File: config.mk
export PLATFORM = sky130hd
export DESIGN_NAME = card_number_luhn_check
export DESIGN_NICKNAME = d
export VERILOG_FILES = /design/src/hw/rtl/lch_pkg.sv /design/src/hw/rtl/lch_in_reg.sv /design/src/hw/rtl/lch_core.sv /design/src/hw/rtl/card_number_luhn_check.sv
export SDC_FILE = /design/constraint.sdc
export NUM_CORES = 1
export LEC_CHECK = 0
export ABC_AREA = 1
export BUFFER_PORTS_ARGS = -buffer_cell sky130_fd_sc_hd__buf_2
export CAP_MARGIN = 20
export CORE_MARGIN = 4
export CORE_UTILIZATION = 65
export CTS_CLUSTER_SIZE = 30
export DETAILED_ROUTE_END_ITERATION = 16
export PLACE_DENSITY_LB_ADDON = 0.2
export SLEW_MARGIN = 20
export SYNTH_ARGS = -nofsm -noshare
export SYNTH_HDL_FRONTEND = slang
export SYNTH_SLANG_ARGS = --single-unit
File: constraint.sdc
create_clock -name clk -period 4.25 [get_ports clk]
set_input_delay 0.2125 -clock clk [delete_from_list [all_inputs] [get_ports clk]]
set_output_delay 0.2125 -clock clk [all_outputs]
set_load 0.01 [all_outputs]
File: src/hw/rtl/lch_pkg.sv
// Shared types, constants and digit functions for the card number Luhn checker.
// No dependencies; imported by every module of the block.
`timescale 1ns / 1ps
`default_nettype none

package lch_pkg;

    localparam int unsigned DIGIT_W = 4;
    localparam int unsigned COUNT_W = 5;
    localparam int unsigned STATUS_W = 2;

    localparam logic [COUNT_W-1:0] COUNT_MAX = 5'd31;
    localparam logic [COUNT_W-1:0] LEN_MIN = 5'd13;
    localparam logic [COUNT_W-1:0] LEN_MAX = 5'd16;

    // Result status codes
    localparam logic [STATUS_W-1:0] ST_OK = 2'd0;
    localparam logic [STATUS_W-1:0] ST_BAD_LEN = 2'd1;
    localparam logic [STATUS_W-1:0] ST_BAD_PREFIX = 2'd2;
    localparam logic [STATUS_W-1:0] ST_BAD_SUM = 2'd3;

    // Digits that the prefix check looks for
    localparam logic [DIGIT_W-1:0] PFX_VISA = 4'd4;
    localparam logic [DIGIT_W-1:0] PFX_MC = 4'd5;
    localparam logic [DIGIT_W-1:0] PFX_DISC = 4'd6;
    localparam logic [DIGIT_W-1:0] PFX_AMEX_HI = 4'd3;
    localparam logic [DIGIT_W-1:0] PFX_AMEX_LO = 4'd7;

    typedef logic [DIGIT_W-1:0] digit_t;

    typedef struct packed {
        logic                valid_res;
        logic [STATUS_W-1:0] status;
    } lch_result_t;

    // Doubled digit with its decimal digits summed, reduced modulo 10.
    // Codes above nine are used as given, as the digit stream is unchecked.
    function automatic digit_t doubled_digit(input digit_t d);
        digit_t r;
        begin
            case (d)
                4'd0:    r = 4'd0;
                4'd1:    r = 4'd2;
                4'd2:    r = 4'd4;
                4'd3:    r = 4'd6;
                4'd4:    r = 4'd8;
                4'd5:    r = 4'd1;
                4'd6:    r = 4'd3;
                4'd7:    r = 4'd5;
                4'd8:    r = 4'd7;
                4'd9:    r = 4'd9;
                4'd10:   r = 4'd2;
                4'd11:   r = 4'd4;
                4'd12:   r = 4'd6;
                4'd13:   r = 4'd8;
                4'd14:   r = 4'd0;
                4'd15:   r = 4'd3;
                default: r = 4'd0;
            endcase
            return r;
        end
    endfunction

    // Plain digit reduced modulo 10.
    function automatic digit_t single_digit(input digit_t d);
        begin
            return (d > 4'd9) ? digit_t'(d - 4'd10) : d;
        end
    endfunction

    // Add two values below ten, modulo 10.
    function automatic digit_t add_mod10(input digit_t a, input digit_t b);
        logic [DIGIT_W:0] s;
        begin
            s = {1'b0, a} + {1'b0, b};
            if (s > 5'd9)
            begin
                s = s - 5'd10;
            end
            return s[DIGIT_W-1:0];
        end
    endfunction

endpackage

`default_nettype wire

File: src/hw/rtl/lch_in_reg.sv
// Input register stage of the Luhn checker: holds one digit beat.
// Depends on lch_pkg.
`timescale 1ns / 1ps
`default_nettype none

module lch_in_reg
    import lch_pkg::*;
(
    input  wire logic   clk,
    input  wire logic   rst_n,
    input  wire logic   digit_valid,
    output logic        digit_ready,
    input  wire digit_t digit,
    input  wire logic   last,
    input  wire logic   advance,
    output logic        hold_valid,
    output digit_t      hold_digit,
    output logic        hold_last
);

    logic   valid_reg;
    digit_t digit_reg;
    logic   last_reg;

    // A new beat is taken when the stage is empty or its beat moves on.
    assign digit_ready = !valid_reg || advance;

    always_ff @(posedge clk or negedge rst_n)
    begin
        if (!rst_n)
        begin
            valid_reg <= 1'b0;
        end
        else if (digit_ready)
        begin
            valid_reg <= digit_valid;
        end
    end

    // Payload needs no reset.
    always_ff @(posedge clk)
    begin
        if (digit_ready && digit_valid)
        begin
            digit_reg <= digit;
            last_reg <= last;
        end
    end

    assign hold_valid = valid_reg;
    assign hold_digit = digit_reg;
    assign hold_last = last_reg;

endmodule

`default_nettype wire

File: src/hw/rtl/lch_core.sv
// Running Luhn state and the final checks of the card number checker.
// Depends on lch_pkg.
`timescale 1ns / 1ps
`default_nettype none

module lch_core
    import lch_pkg::*;
(
    input  wire logic   clk,
    input  wire logic   rst_n,
    input  wire logic   fire,
    input  wire digit_t d,
    input  wire logic   is_last,
    output lch_result_t result
);

    logic [COUNT_W-1:0] count_reg, count_next;
    digit_t first_reg, first_next;
    digit_t second_reg, second_next;
    digit_t sum_even_reg, sum_even_next;
    digit_t sum_odd_reg, sum_odd_next;

    digit_t dbl;
    digit_t sgl;
    digit_t chk;
    logic   prefix_ok;
    logic [STATUS_W-1:0] status;

    // Fold the digit into both sums and capture the first two digits.
    always_comb
    begin
        dbl = doubled_digit(d);
        sgl = single_digit(d);
        first_next = (count_reg == '0) ? d : first_reg;
        second_next = (count_reg == COUNT_W'(1)) ? d : second_reg;
        if (!count_reg[0])
        begin
            sum_even_next = add_mod10(sum_even_reg, dbl);
            sum_odd_next = add_mod10(sum_odd_reg, sgl);
        end
        else
        begin
            sum_even_next = add_mod10(sum_even_reg, sgl);
            sum_odd_next = add_mod10(sum_odd_reg, dbl);
        end
        count_next = (count_reg < COUNT_MAX) ? count_reg + COUNT_W'(1) : count_reg;
    end

    // Length, prefix and checksum checks, first failure wins.
    always_comb
    begin
        prefix_ok = (first_next == PFX_VISA) || (first_next == PFX_MC) ||
                    (first_next == PFX_DISC) ||
                    ((first_next == PFX_AMEX_HI) && (second_next == PFX_AMEX_LO));
        chk = count_next[0] ? sum_odd_next : sum_even_next;
        if ((count_next < LEN_MIN) || (count_next > LEN_MAX))
        begin
            status = ST_BAD_LEN;
        end
        else if (!prefix_ok)
        begin
            status = ST_BAD_PREFIX;
        end
        else if (chk != '0)
        begin
            status = ST_BAD_SUM;
        end
        else
        begin
            status = ST_OK;
        end
        result.valid_res = (status == ST_OK);
        result.status = status;
    end

    // State returns to zero once a number is closed.
    always_ff @(posedge clk or negedge rst_n)
    begin
        if (!rst_n)
        begin
            count_reg <= '0;
            first_reg <= '0;
            second_reg <= '0;
            sum_even_reg <= '0;
            sum_odd_reg <= '0;
        end
        else if (fire)
        begin
            if (is_last)
            begin
                count_reg <= '0;
                first_reg <= '0;
                second_reg <= '0;
                sum_even_reg <= '0;
                sum_odd_reg <= '0;
            end
            else
            begin
                count_reg <= count_next;
                first_reg <= first_next;
                second_reg <= second_next;
                sum_even_reg <= sum_even_next;
                sum_odd_reg <= sum_odd_next;
            end
        end
    end

endmodule

`default_nettype wire

File: src/hw/rtl/card_number_luhn_check.sv
// Card number checker: one decimal digit per beat, Luhn mod 10 with length and prefix checks.
// The last digit passes the input register; its verdict is then held in the result register behind res_valid.
// Throughput: one digit per cycle; the input register stalls only on a last digit
// whose result register is still full and not being taken.
// Reset (rst_n, asynchronous, active low) empties both registers and clears all sums.
// Depends on lch_pkg, lch_in_reg and lch_core.
`timescale 1ns / 1ps
`default_nettype none

module card_number_luhn_check
    import lch_pkg::*;
(
    input  wire logic                clk,
    input  wire logic                rst_n,
    input  wire logic                digit_valid,
    output logic                     digit_ready,
    input  wire logic [DIGIT_W-1:0]  digit,
    input  wire logic                last,
    output logic                     res_valid,
    input  wire logic                res_ready,
    output logic                     valid_res,
    output logic [STATUS_W-1:0]      status
);

    logic        hold_valid;
    digit_t      hold_digit;
    logic        hold_last;
    logic        advance;
    logic        fire;
    lch_result_t result;

    logic        out_valid_reg;
    lch_result_t out_reg;

    // Only a last digit needs room in the result register.
    assign advance = !hold_last || !out_valid_reg || res_ready;
    assign fire = hold_valid && advance;

    lch_in_reg u_in_reg (
        .clk         (clk),
        .rst_n       (rst_n),
        .digit_valid (digit_valid),
        .digit_ready (digit_ready),
        .digit       (digit),
        .last        (last),
        .advance     (advance),
        .hold_valid  (hold_valid),
        .hold_digit  (hold_digit),
        .hold_last   (hold_last)
    );

    lch_core u_core (
        .clk     (clk),
        .rst_n   (rst_n),
        .fire    (fire),
        .d       (hold_digit),
        .is_last (hold_last),
        .result  (result)
    );

    // Result register.
    always_ff @(posedge clk or negedge rst_n)
    begin
        if (!rst_n)
        begin
            out_valid_reg <= 1'b0;
        end
        else if (fire && hold_last)
        begin
            out_valid_reg <= 1'b1;
        end
        else if (res_ready)
        begin
            out_valid_reg <= 1'b0;
        end
    end

    always_ff @(posedge clk)
    begin
        if (fire && hold_last)
        begin
            out_reg <= result;
        end
    end

    assign res_valid = out_valid_reg;
    assign valid_res = out_reg.valid_res;
    assign status = out_reg.status;

endmodule

`default_nettype wire

==> results of run 1 <==
-- per-stage QoR --
stage | utilization | power, mW | instances
after CTS | 0.7355 | 2.109 | 486
after global placement | 0.7032 | 1.688 | 477
after detailed placement | 0.7032 | 1.730 | 477
after floorplan | - | 1.498 | 415
after global routing | 0.7355 | 2.343 | 486
final | 0.7355 | 2.115 | 486
-- how the worst min path moves through the flow --
stage                                      end  cells after the start  startpoint  slack, ps
5_1_grt           u_in_reg.hold_last$_DFFE_PP_                      1        last         80
6_report          u_in_reg.hold_last$_DFFE_PP_                      1        last         90
4_1_cts           u_in_reg.hold_last$_DFFE_PP_                      1        last         90
3_5_place_dp   u_core.count_reg[2]$_DFFE_PN0P_                      1       rst_n        240
3_3_place_gp   u_core.count_reg[3]$_DFFE_PN0P_                      1       rst_n        220
2_1_floorplan            res_valid$_DFFE_PN0P_                      0       rst_n        -80
-- layer usage --
layer	track usage	share of wire	routed length, µm	up-vias
met5	0	0	0	-
met4	0.08932	0.019	123	0
met3	0.05013	0.062	393	13
met2	0.4268	0.48	3071	74
met1	0.3051	0.43	2753	1207
li1	-	-	-	1369
-- synthesized netlist by cell type (all sizes together) --
library cell / number / share of area
ha: 30 / 0.13
edfxtp: 8 / 0.080
clkbuf: 3 / 0.0038
or2: 1 / 0.0021
dfrtp: 23 / 0.19
nor2: 25 / 0.036
o31ai: 3 / 0.0075
nand2: 109 / 0.15
buf: 1 / 0.0025
a31oi: 2 / 0.0042
fa: 4 / 0.027
nand3b: 3 / 0.0075
nor3: 2 / 0.0050
a21oi: 18 / 0.039
xor2: 2 / 0.0059
inv: 94 / 0.12
dfxtp: 4 / 0.027
nand4: 2 / 0.0063
o22ai: 17 / 0.036
o211ai: 2 / 0.0050
nand3: 31 / 0.064
o21ai: 31 / 0.056
-- cell type report --
class / instances / area, µm²
Sequential cell: 35 / 895.9
Fill cell: 345 / 1167
Clock inverter: 2 / 60.06
Tap cell: 52 / 65.06
Timing Repair Buffer: 15 / 82.58
Clock buffer: 6 / 72.57
Inverter: 94 / 352.8
Multi-Input combinational cell: 282 / 1718
-- report_power, final --
part	leakage [nW]	total [mW]	switching, mW	internal [mW]
combinational	1.26	1.26	0.795	0.469
clock	0.0654	0.364	0.130	0.235
sequential	0.409	0.487	0.0731	0.414
-- worst max-delay path: cells and delay by family (launching register included) --
family                   cells  cell delay (ps)
flip-flops                   1              500
AND/OR/NAND/NOR             13             1260
buffers and inverters        5              350
AO/OA/AOI/OAI                2              220
adder cells (fa/ha/maj)      2              610
-- kinds of logic after synthesis --
family,count (synthesis),synth area share
compound gates,73,0.1471
xor+xnor,2,0.005869
fa+ha+maj,34,0.1526
buf+inv,98,0.1245
flops,35,0.3001
simple gates,173,0.2699
-- repair_timing --
item,4_1_cts,5_1_grt
setup endpoints to repair,0,0
buffers inserted,0,0
hold endpoints to repair,23,0
hold buffers,1,0
==> reports/metrics.yaml, run 1 <==
outcome: "finished, final reports clean"
cts_resized: 0
ys_seq_elements: 35
worstSkewPairLatency_ps: 300
grtUsageTotal: 0.2477
crit-reg2reg-launch: "u_in_reg.hold_digit[3]$_DFFE_PP_"
core_um2: 4414
finish.instance_area_um2: 3247
tightestPinTransition_ps: 587.6
start_kind: "register"
via_count: 2663
grt_pass1_vias: 2499
grt_pass1_wl_mm: 10.78
grt_overflow: 0
die_h_um: 75.77
startpoint: "u_in_reg.hold_digit[3]$_DFFE_PP_"
yosysWarnings: 0
fmax_ghz: 0.3155
port_buffers: 13
antenna_left: 0
tritoncts: "done"
p_leak_nw: 1.739
fp.dieW_um: 75.77
p_per_area_nw_per_um2: 651.5
cts_root_buf: "clkbuf_8"
setup_slack_ps: 1080
io-pin-count: 14
worst_r2r_path_depth: 22
worst-setup-path-type: "register to register"
endpoint: "status[1]$_DFFE_PP_"
drtIter0Drc: 115
row_count: 24
slowest_delay_ps: 500
cts_buffer_depth: 2
tns_ps: 0
pre_cts_ws_ps: 1108
drc: 0
path_clk_slew_ps: 70
critPathSlowestCell: "edfxtp_1"
r2r-end: "status[1]$_DFFE_PP_"
start_util: 0.6763
final.period_utilization: 0.7458
vias_per_cell: 5.479
antenna_found_initial: 0
fp.dieArea_um2: 5741
dr.pass1.iters: 5
post-route-min-period_ps: 3170
r2r_slack_ps: 1080
ys_seq_area_frac: 0.3001
num_antenna_cells: 0
rsz0062_at_grt: "no"
largest_reg_flops: 5
htreeDepth: 2
max_slew_margin: 0.6082
routed_wl_mm: 6.342
grt_max_degree: 24
hold_path.class: "input port to register"
synth_fp_nets: 458
routabilityCongestion: 0.9078
finalSetupViolCount: 0
syn_area_per_cell_um2: 7.194
syn_to_final_growth_pct: 8.759
placed_cell_area_um2: 3104
crit_arrival_ps: 3230
cp-end-kind: "register"
whs_ps: 91.41
netlist_area_um2: 2985
cp_cell_sequence: "nand2_1, inv_1, nor2_1, inv_1, fa_1, inv_1, nand2_1, nand2_2, ha_1, inv_1, a21oi_1, a21oi_2, nand2_2, nand2_2, nand2_1, nand3_1, nand3_2, nand2_1, nor2_2, nand3_2, nand2_1, inv_1"
synthesis.instances: 415
wl_per_cell_um: 13.05
worstPathRequired_ps: 4310
numClockSinks: 35
final_cell_mix: "96 x nand2_1, 87 x inv_1, 30 x ha_1"
dpl.hpwl_mm: 4.839
num-nets-final: 476
cp_max_fo: 7
final_hold_viol_count: 0
cts-buffers-inserted: 5
final_common_cell: "nand2_1"
cap_viol_max_count: 0
fin_skew_ps: 4.885
synth_cell_types: 33
drv_slew: 0
irDropWorstVdd_mv: 0.3379
drive_gt1_frac: 0.1452
No activity file was read; power rests on OpenSTA's default activity.
==> run 2: changes to the inputs <==
CORE_UTILIZATION = 56   (was 65)
clock period = 2.7 ns   (was 4.25 ns; I/O delays follow)
==> run 2 against run 1 <==
Sequential share of layout area down 3.8 points. Die area up 14%. Register-to-register slack got worse by 1300 ps. Critical path depth fell by 2. Critical endpoint unchanged. Setup slack got worse by 1300 ps. Clock power up 6.6%. The flow now finishes with violations (setup timing). Design area increased by 16%.
==> reports/metrics.yaml, run 2 (synthesized netlist as in run 1, its figures left out) <==
outcome: "complete, but fails checks"
violations: "setup timing"
cts_root_buf: "clkbuf_8"
cts_buffer_depth: 2
grt_pass1_wl_mm: 12.25
critPathSlowestCell: "fa_2"
cts-buffers-inserted: 5
antenna_left: 0
rsz0062_at_grt: "yes"
grt_pass1_vias: 2707
dr.pass1.iters: 5
vias_per_cell: 5.319
fmax_ghz: 0.3432
drtIter0Drc: 175
worstPathRequired_ps: 2770
worstSkewPairLatency_ps: 300
drc: 0
via_count: 2920
crit_top_cell: "nand2_2"
antenna_found_initial: 0
grt_overflow: 0
tritoncts: "done"
tightestPinTransition_ps: 613.1
worst-setup-path-type: "register to register"
final_common_cell: "nand2_1"
fp.dieW_um: 81.02
final_hold_viol_count: 0
largest_reg_flops: 5
tns_ps: -697.3
final.period_utilization: 1.079
port_buffers: 13
routed_wl_mm: 7.521
whs_ps: 14.21
cp_cell_sequence: "buf_4, a21oi_4, nor2_4, inv_2, fa_2, buf_4, nand2_1, inv_1, a21oi_2, nand2_2, nand2_2, nand2_1, nand2_1, nand2_2, nand2_2, nand2_2, nor2_4, nand3_2, nand2_2, inv_1"
syn_to_final_growth_pct: 26.24
max_slew_margin: 0.5897
num_antenna_cells: 0
start_kind: "register"
wl_per_cell_um: 13.70
fp.dieArea_um2: 6563
start_util: 0.5808
drv_slew: 0
cp-end-kind: "register"
worstHoldPathCells: 1
grtUsageTotal: 0.2404
core_um2: 5140
slowest_delay_ps: 510
cap_viol_max_count: 0
setup_slack_ps: -214.1
path_clk_slew_ps: 80
htreeDepth: 2
cp_max_fo: 4
fin_skew_ps: 7.175
hold_path.class: "input port to register"
dpl.hpwl_mm: 5.296
worst_r2r_path_depth: 20
p_per_area_nw_per_um2: 1049
io-pin-count: 14
p_leak_nw: 1.957
num-nets-final: 521
die_h_um: 81.02
numClockSinks: 35
finalSetupViolCount: 4
drive_gt1_frac: 0.3048
grt_max_degree: 24
crit_arrival_ps: 2980
irDropWorstVdd_mv: 0.5391
routabilityCongestion: 0.9520
post-route-min-period_ps: 2914
final_cell_mix: "87 x nand2_1, 79 x inv_1, 43 x buf_4"
row_count: 26
## run 2: where the power goes
part	leakage, nW	internal (mW)	switching (mW)
Combinational	1.51	1.22	1.58
Sequential	0.409	0.651	0.110
Clock	0.0412	0.180	0.207
Total	1.96	2.05	1.90
## run 2: layer usage
layer  vias up  share of wire  track usage
met3        22          0.038      0.03326
met4         0          0.026      0.06926
li1       1447              -            -
met5         -              0            0
met2        95           0.50       0.4228
met1      1356           0.43       0.3066
## run 2: final cells by class
class	instances	area [µm²]
clock buffer	6	72.57
clock inverter	2	12.51
fill	411	1371
inverter	94	355.3
multi-input combinational	282	1913
sequential	35	895.9
tap	70	87.58
timing repair buffer	60	431.7
## run 2: path summary, 6_finish.rpt
path / slack [ps] / start / end
min in group asynchronous: 350 / rst_n / u_core.count_reg[4]$_DFFE_PN0P_
worst min-delay path: 10 / last / u_in_reg.hold_last$_DFFE_PP_
worst max register to register: -210 / u_in_reg.hold_digit[1]$_DFFE_PP_ / status[1]$_DFFE_PP_
max in group asynchronous: 1980 / rst_n / u_core.sum_odd_reg[1]$_DFFE_PN0P_
worst min register to register: 550 / u_core.second_reg[2]$_DFFE_PN0P_ / u_core.second_reg[2]$_DFFE_PN0P_
worst max-delay path: -210 / u_in_reg.hold_digit[1]$_DFFE_PP_ / status[1]$_DFFE_PP_
## run 2: stage by stage
step | std cells | total power, mW | area (µm²) | worst slack (ps) | utilization
3_5_place_dp | 522 | 3.050 | 3359 | -257.3 | 0.6536
2_1_floorplan | 415 | 2.384 | 3015 | 2.800 | -
4_1_cts | 541 | 3.668 | 3621 | -108.3 | 0.7045
5_1_grt | 549 | 4.298 | 3769 | -329.3 | 0.7332
6_report | 549 | 3.952 | 3769 | -214.1 | 0.7332
3_3_place_gp | 522 | 2.970 | 3359 | -154.9 | 0.6536
## run 2: repair_timing
item                                    in CTS  in global routing
endpoints found under the setup margin       3                  8
endpoints found under the hold margin       23                  0
pin swaps                                   16                 15
cloned                                       0                  0
gates resized for setup                     26                 22
hold buffers                                 1                  0
setup buffers                               10                  9
## run 2: critical path: cells and delay by family (launching register included)
| kind | cells | cell delay (ps) |
|---|---|---|
| flip-flops | 1 | 450 |
| AND/OR/NAND/NOR | 12 | 900 |
| buffers and inverters | 5 | 530 |
| adder cells (fa/ha/maj) | 1 | 510 |
| AO/OA/AOI/OAI | 2 | 300 |
==> run 3: changes to the inputs <==
CORE_UTILIZATION = 60   (was 56)
SKIP_CTS_REPAIR_TIMING = 1   (was unset)
clock period = 2.8 ns   (was 2.7 ns; I/O delays follow)
==> run 3 against run 2 <==
The run still ends with setup timing left. Sequential power fell by 3.5%. Flip-flop and latch count did not move. Setup slack improved by 61 ps. Die area fell by 6.0%. Count of clock-buffer cells in the layout did not move. Maximum frequency fell by 1.3%. Via count fell by 3.0%. Critical path depth rose by 4. Clock skew barely moved. Cell count fell by 4.0%. Non-clock buffer count fell by 19. Sequential share of layout area rose by 1.4 points. Critical path type unchanged. Largest cell class unchanged.
==> reports/metrics.yaml, run 3 (synthesized netlist as in run 1, its figures left out) <==
tightestPinTransition_ps: 583.5
final_cell_mix: "90 x nand2_1, 81 x inv_1, 24 x ha_1, 24 x buf_4, 23 x dfrtp_1"
p_per_area_nw_per_um2: 961.3
post-route-min-period_ps: 2953
finish.instance_area_um2: 3560
cts-buffers-inserted: 5
fp.dieW_um: 78.54
cts_root_buf: "clkbuf_8"
largest_reg_flops: 5
final_common_cell: "nand2_1"
core_um2: 4786
routed_wl_mm: 7.291
die_h_um: 78.54
drc: 0
drive_gt1_frac: 0.2543
dpl.hpwl_mm: 5.153
grt_max_degree: 24
p_clk_frac: 0.107
crit_arrival_ps: 3010
whs_ps: 23.36
cts_buffer_depth: 2
start_util: 0.6238
p_sw_mw: 1.664
total_power_mw: 3.422
power_frac_seq: 0.214
placed_cell_area_um2: 3258
setup_slack_ps: -152.9
path_clk_slew_ps: 80
rsz0062_at_grt: "yes"
swShare: 0.4864
cp-end-kind: "register"
fin_skew_ps: 7.150
worstPathRequired_ps: 2860
irDropWorstVdd_mv: 0.5176
finalSetupViolCount: 3
wl_per_cell_um: 13.83
htreeDepth: 2
cp_max_fo: 4
start_kind: "register"
port_buffers: 13
routabilityCongestion: 0.9144
hp-start: "last"
worstSkewPairLatency_ps: 290
grtUsageTotal: 0.2225
fp.dieArea_um2: 6168
tns_ps: -363.6
grt_pass1_vias: 2587
max_slew_margin: 0.6092
worst-setup-path-type: "register to register"
vias_per_cell: 5.376
pre_cts_ws_ps: -156.3
antenna_found_initial: 0
hold_path.class: "input port to register"
drtIter0Drc: 131
tritoncts: "done"
num_antenna_cells: 0
drv_slew: 0
p_leak_nw: 1.845
startpoint: "u_in_reg.hold_digit[1]$_DFFE_PP_"
syn_to_final_growth_pct: 19.24
row_count: 25
fmax_ghz: 0.3387
dr.pass1.iters: 4
via_count: 2833
final.period_utilization: 1.055
violations: "setup timing"
io-pin-count: 14
numClockSinks: 35
final_hold_viol_count: 0
antenna_left: 0
grt_overflow: 0
cap_viol_max_count: 0
grt_pass1_wl_mm: 10.97
crit-reg2reg-launch: "u_in_reg.hold_digit[1]$_DFFE_PP_"
num-nets-final: 502
combPwrFrac: 0.678
p_int_mw: 1.757
outcome: "complete, but fails checks"
[run 3: cell count changes in the layout (fill, tap and decap cells not counted), moves of 2 or more]
| cell | delta |
|---|---|
| nand3_2 | -2 |
| nand2_1 | +3 |
| inv_1 | +2 |
| nand3_1 | +2 |
| nand2_4 | -2 |
| buf_4 | -19 |
[run 3: worst paths after layout]
path | to | slack [ps] | cells after the start
worst max register to register | status[1]$_DFFE_PP_ | -150 | 24
worst max-delay path | status[1]$_DFFE_PP_ | -150 | 24
worst min register to register | u_core.second_reg[0]$_DFFE_PN0P_ | 560 | 2
worst min-delay path | u_in_reg.hold_last$_DFFE_PP_ | 20 | 1
max in group asynchronous | u_core.sum_odd_reg[2]$_DFFE_PN0P_ | 2030 | 2
min in group asynchronous | u_core.count_reg[3]$_DFFE_PN0P_ | 380 | 2
[run 3: final cells by class]
class / count / area [µm²]
inverter: 94 / 352.8
sequential: 35 / 895.9
multi-input combinational: 282 / 1853
clock buffer: 6 / 72.57
clock inverter: 2 / 12.51
fill: 367 / 1226
tap: 67 / 83.83
timing repair buffer: 41 / 289.0
[run 3: worst max-delay path: stages (launching register included)]
cell and delay [ps]:
edfxtp_1 440, inv_2 80, ha_4 270, nand2_2 50, o21ai_2 60, inv_2 90, ha_4 300, inv_2 40
nand2_2 60, nand2_4 70, ha_4 170, inv_2 50, a21oi_2 40, a21oi_2 120, nand2_2 90, nand2_2 100
nand2_1 60, nand2_1 100, nand2_2 70, nand2_1 60, nand2_1 60, nor2_2 120, nand3_2 100, nand2_1 70
inv_1 40
[run 3: power by group through the flow]
stage	Combinational, mW	Clock, mW	Sequential (mW)
detailed placement	2.05	0	0.735
global placement	1.98	0	0.730
finish	2.32	0.367	0.734
CTS	2.08	0.370	0.725
floorplan	1.57	0	0.705
global route	2.62	0.401	0.744
[run 3: stage by stage]
stage               instances  utilization
finish                    527       0.7438
global route              527       0.7438
CTS                       518       0.6986
detailed placement        510       0.6808
global placement          510       0.6808
floorplan                 415            -
[run 3: per-layer routing]
metal | global-route usage | share of wire | wire, µm
met2 | 0.3803 | 0.50 | 3639
met3 | 0.03555 | 0.022 | 164
met5 | 0 | 0 | 0
met1 | 0.2797 | 0.45 | 3255
met4 | 0.08741 | 0.032 | 232
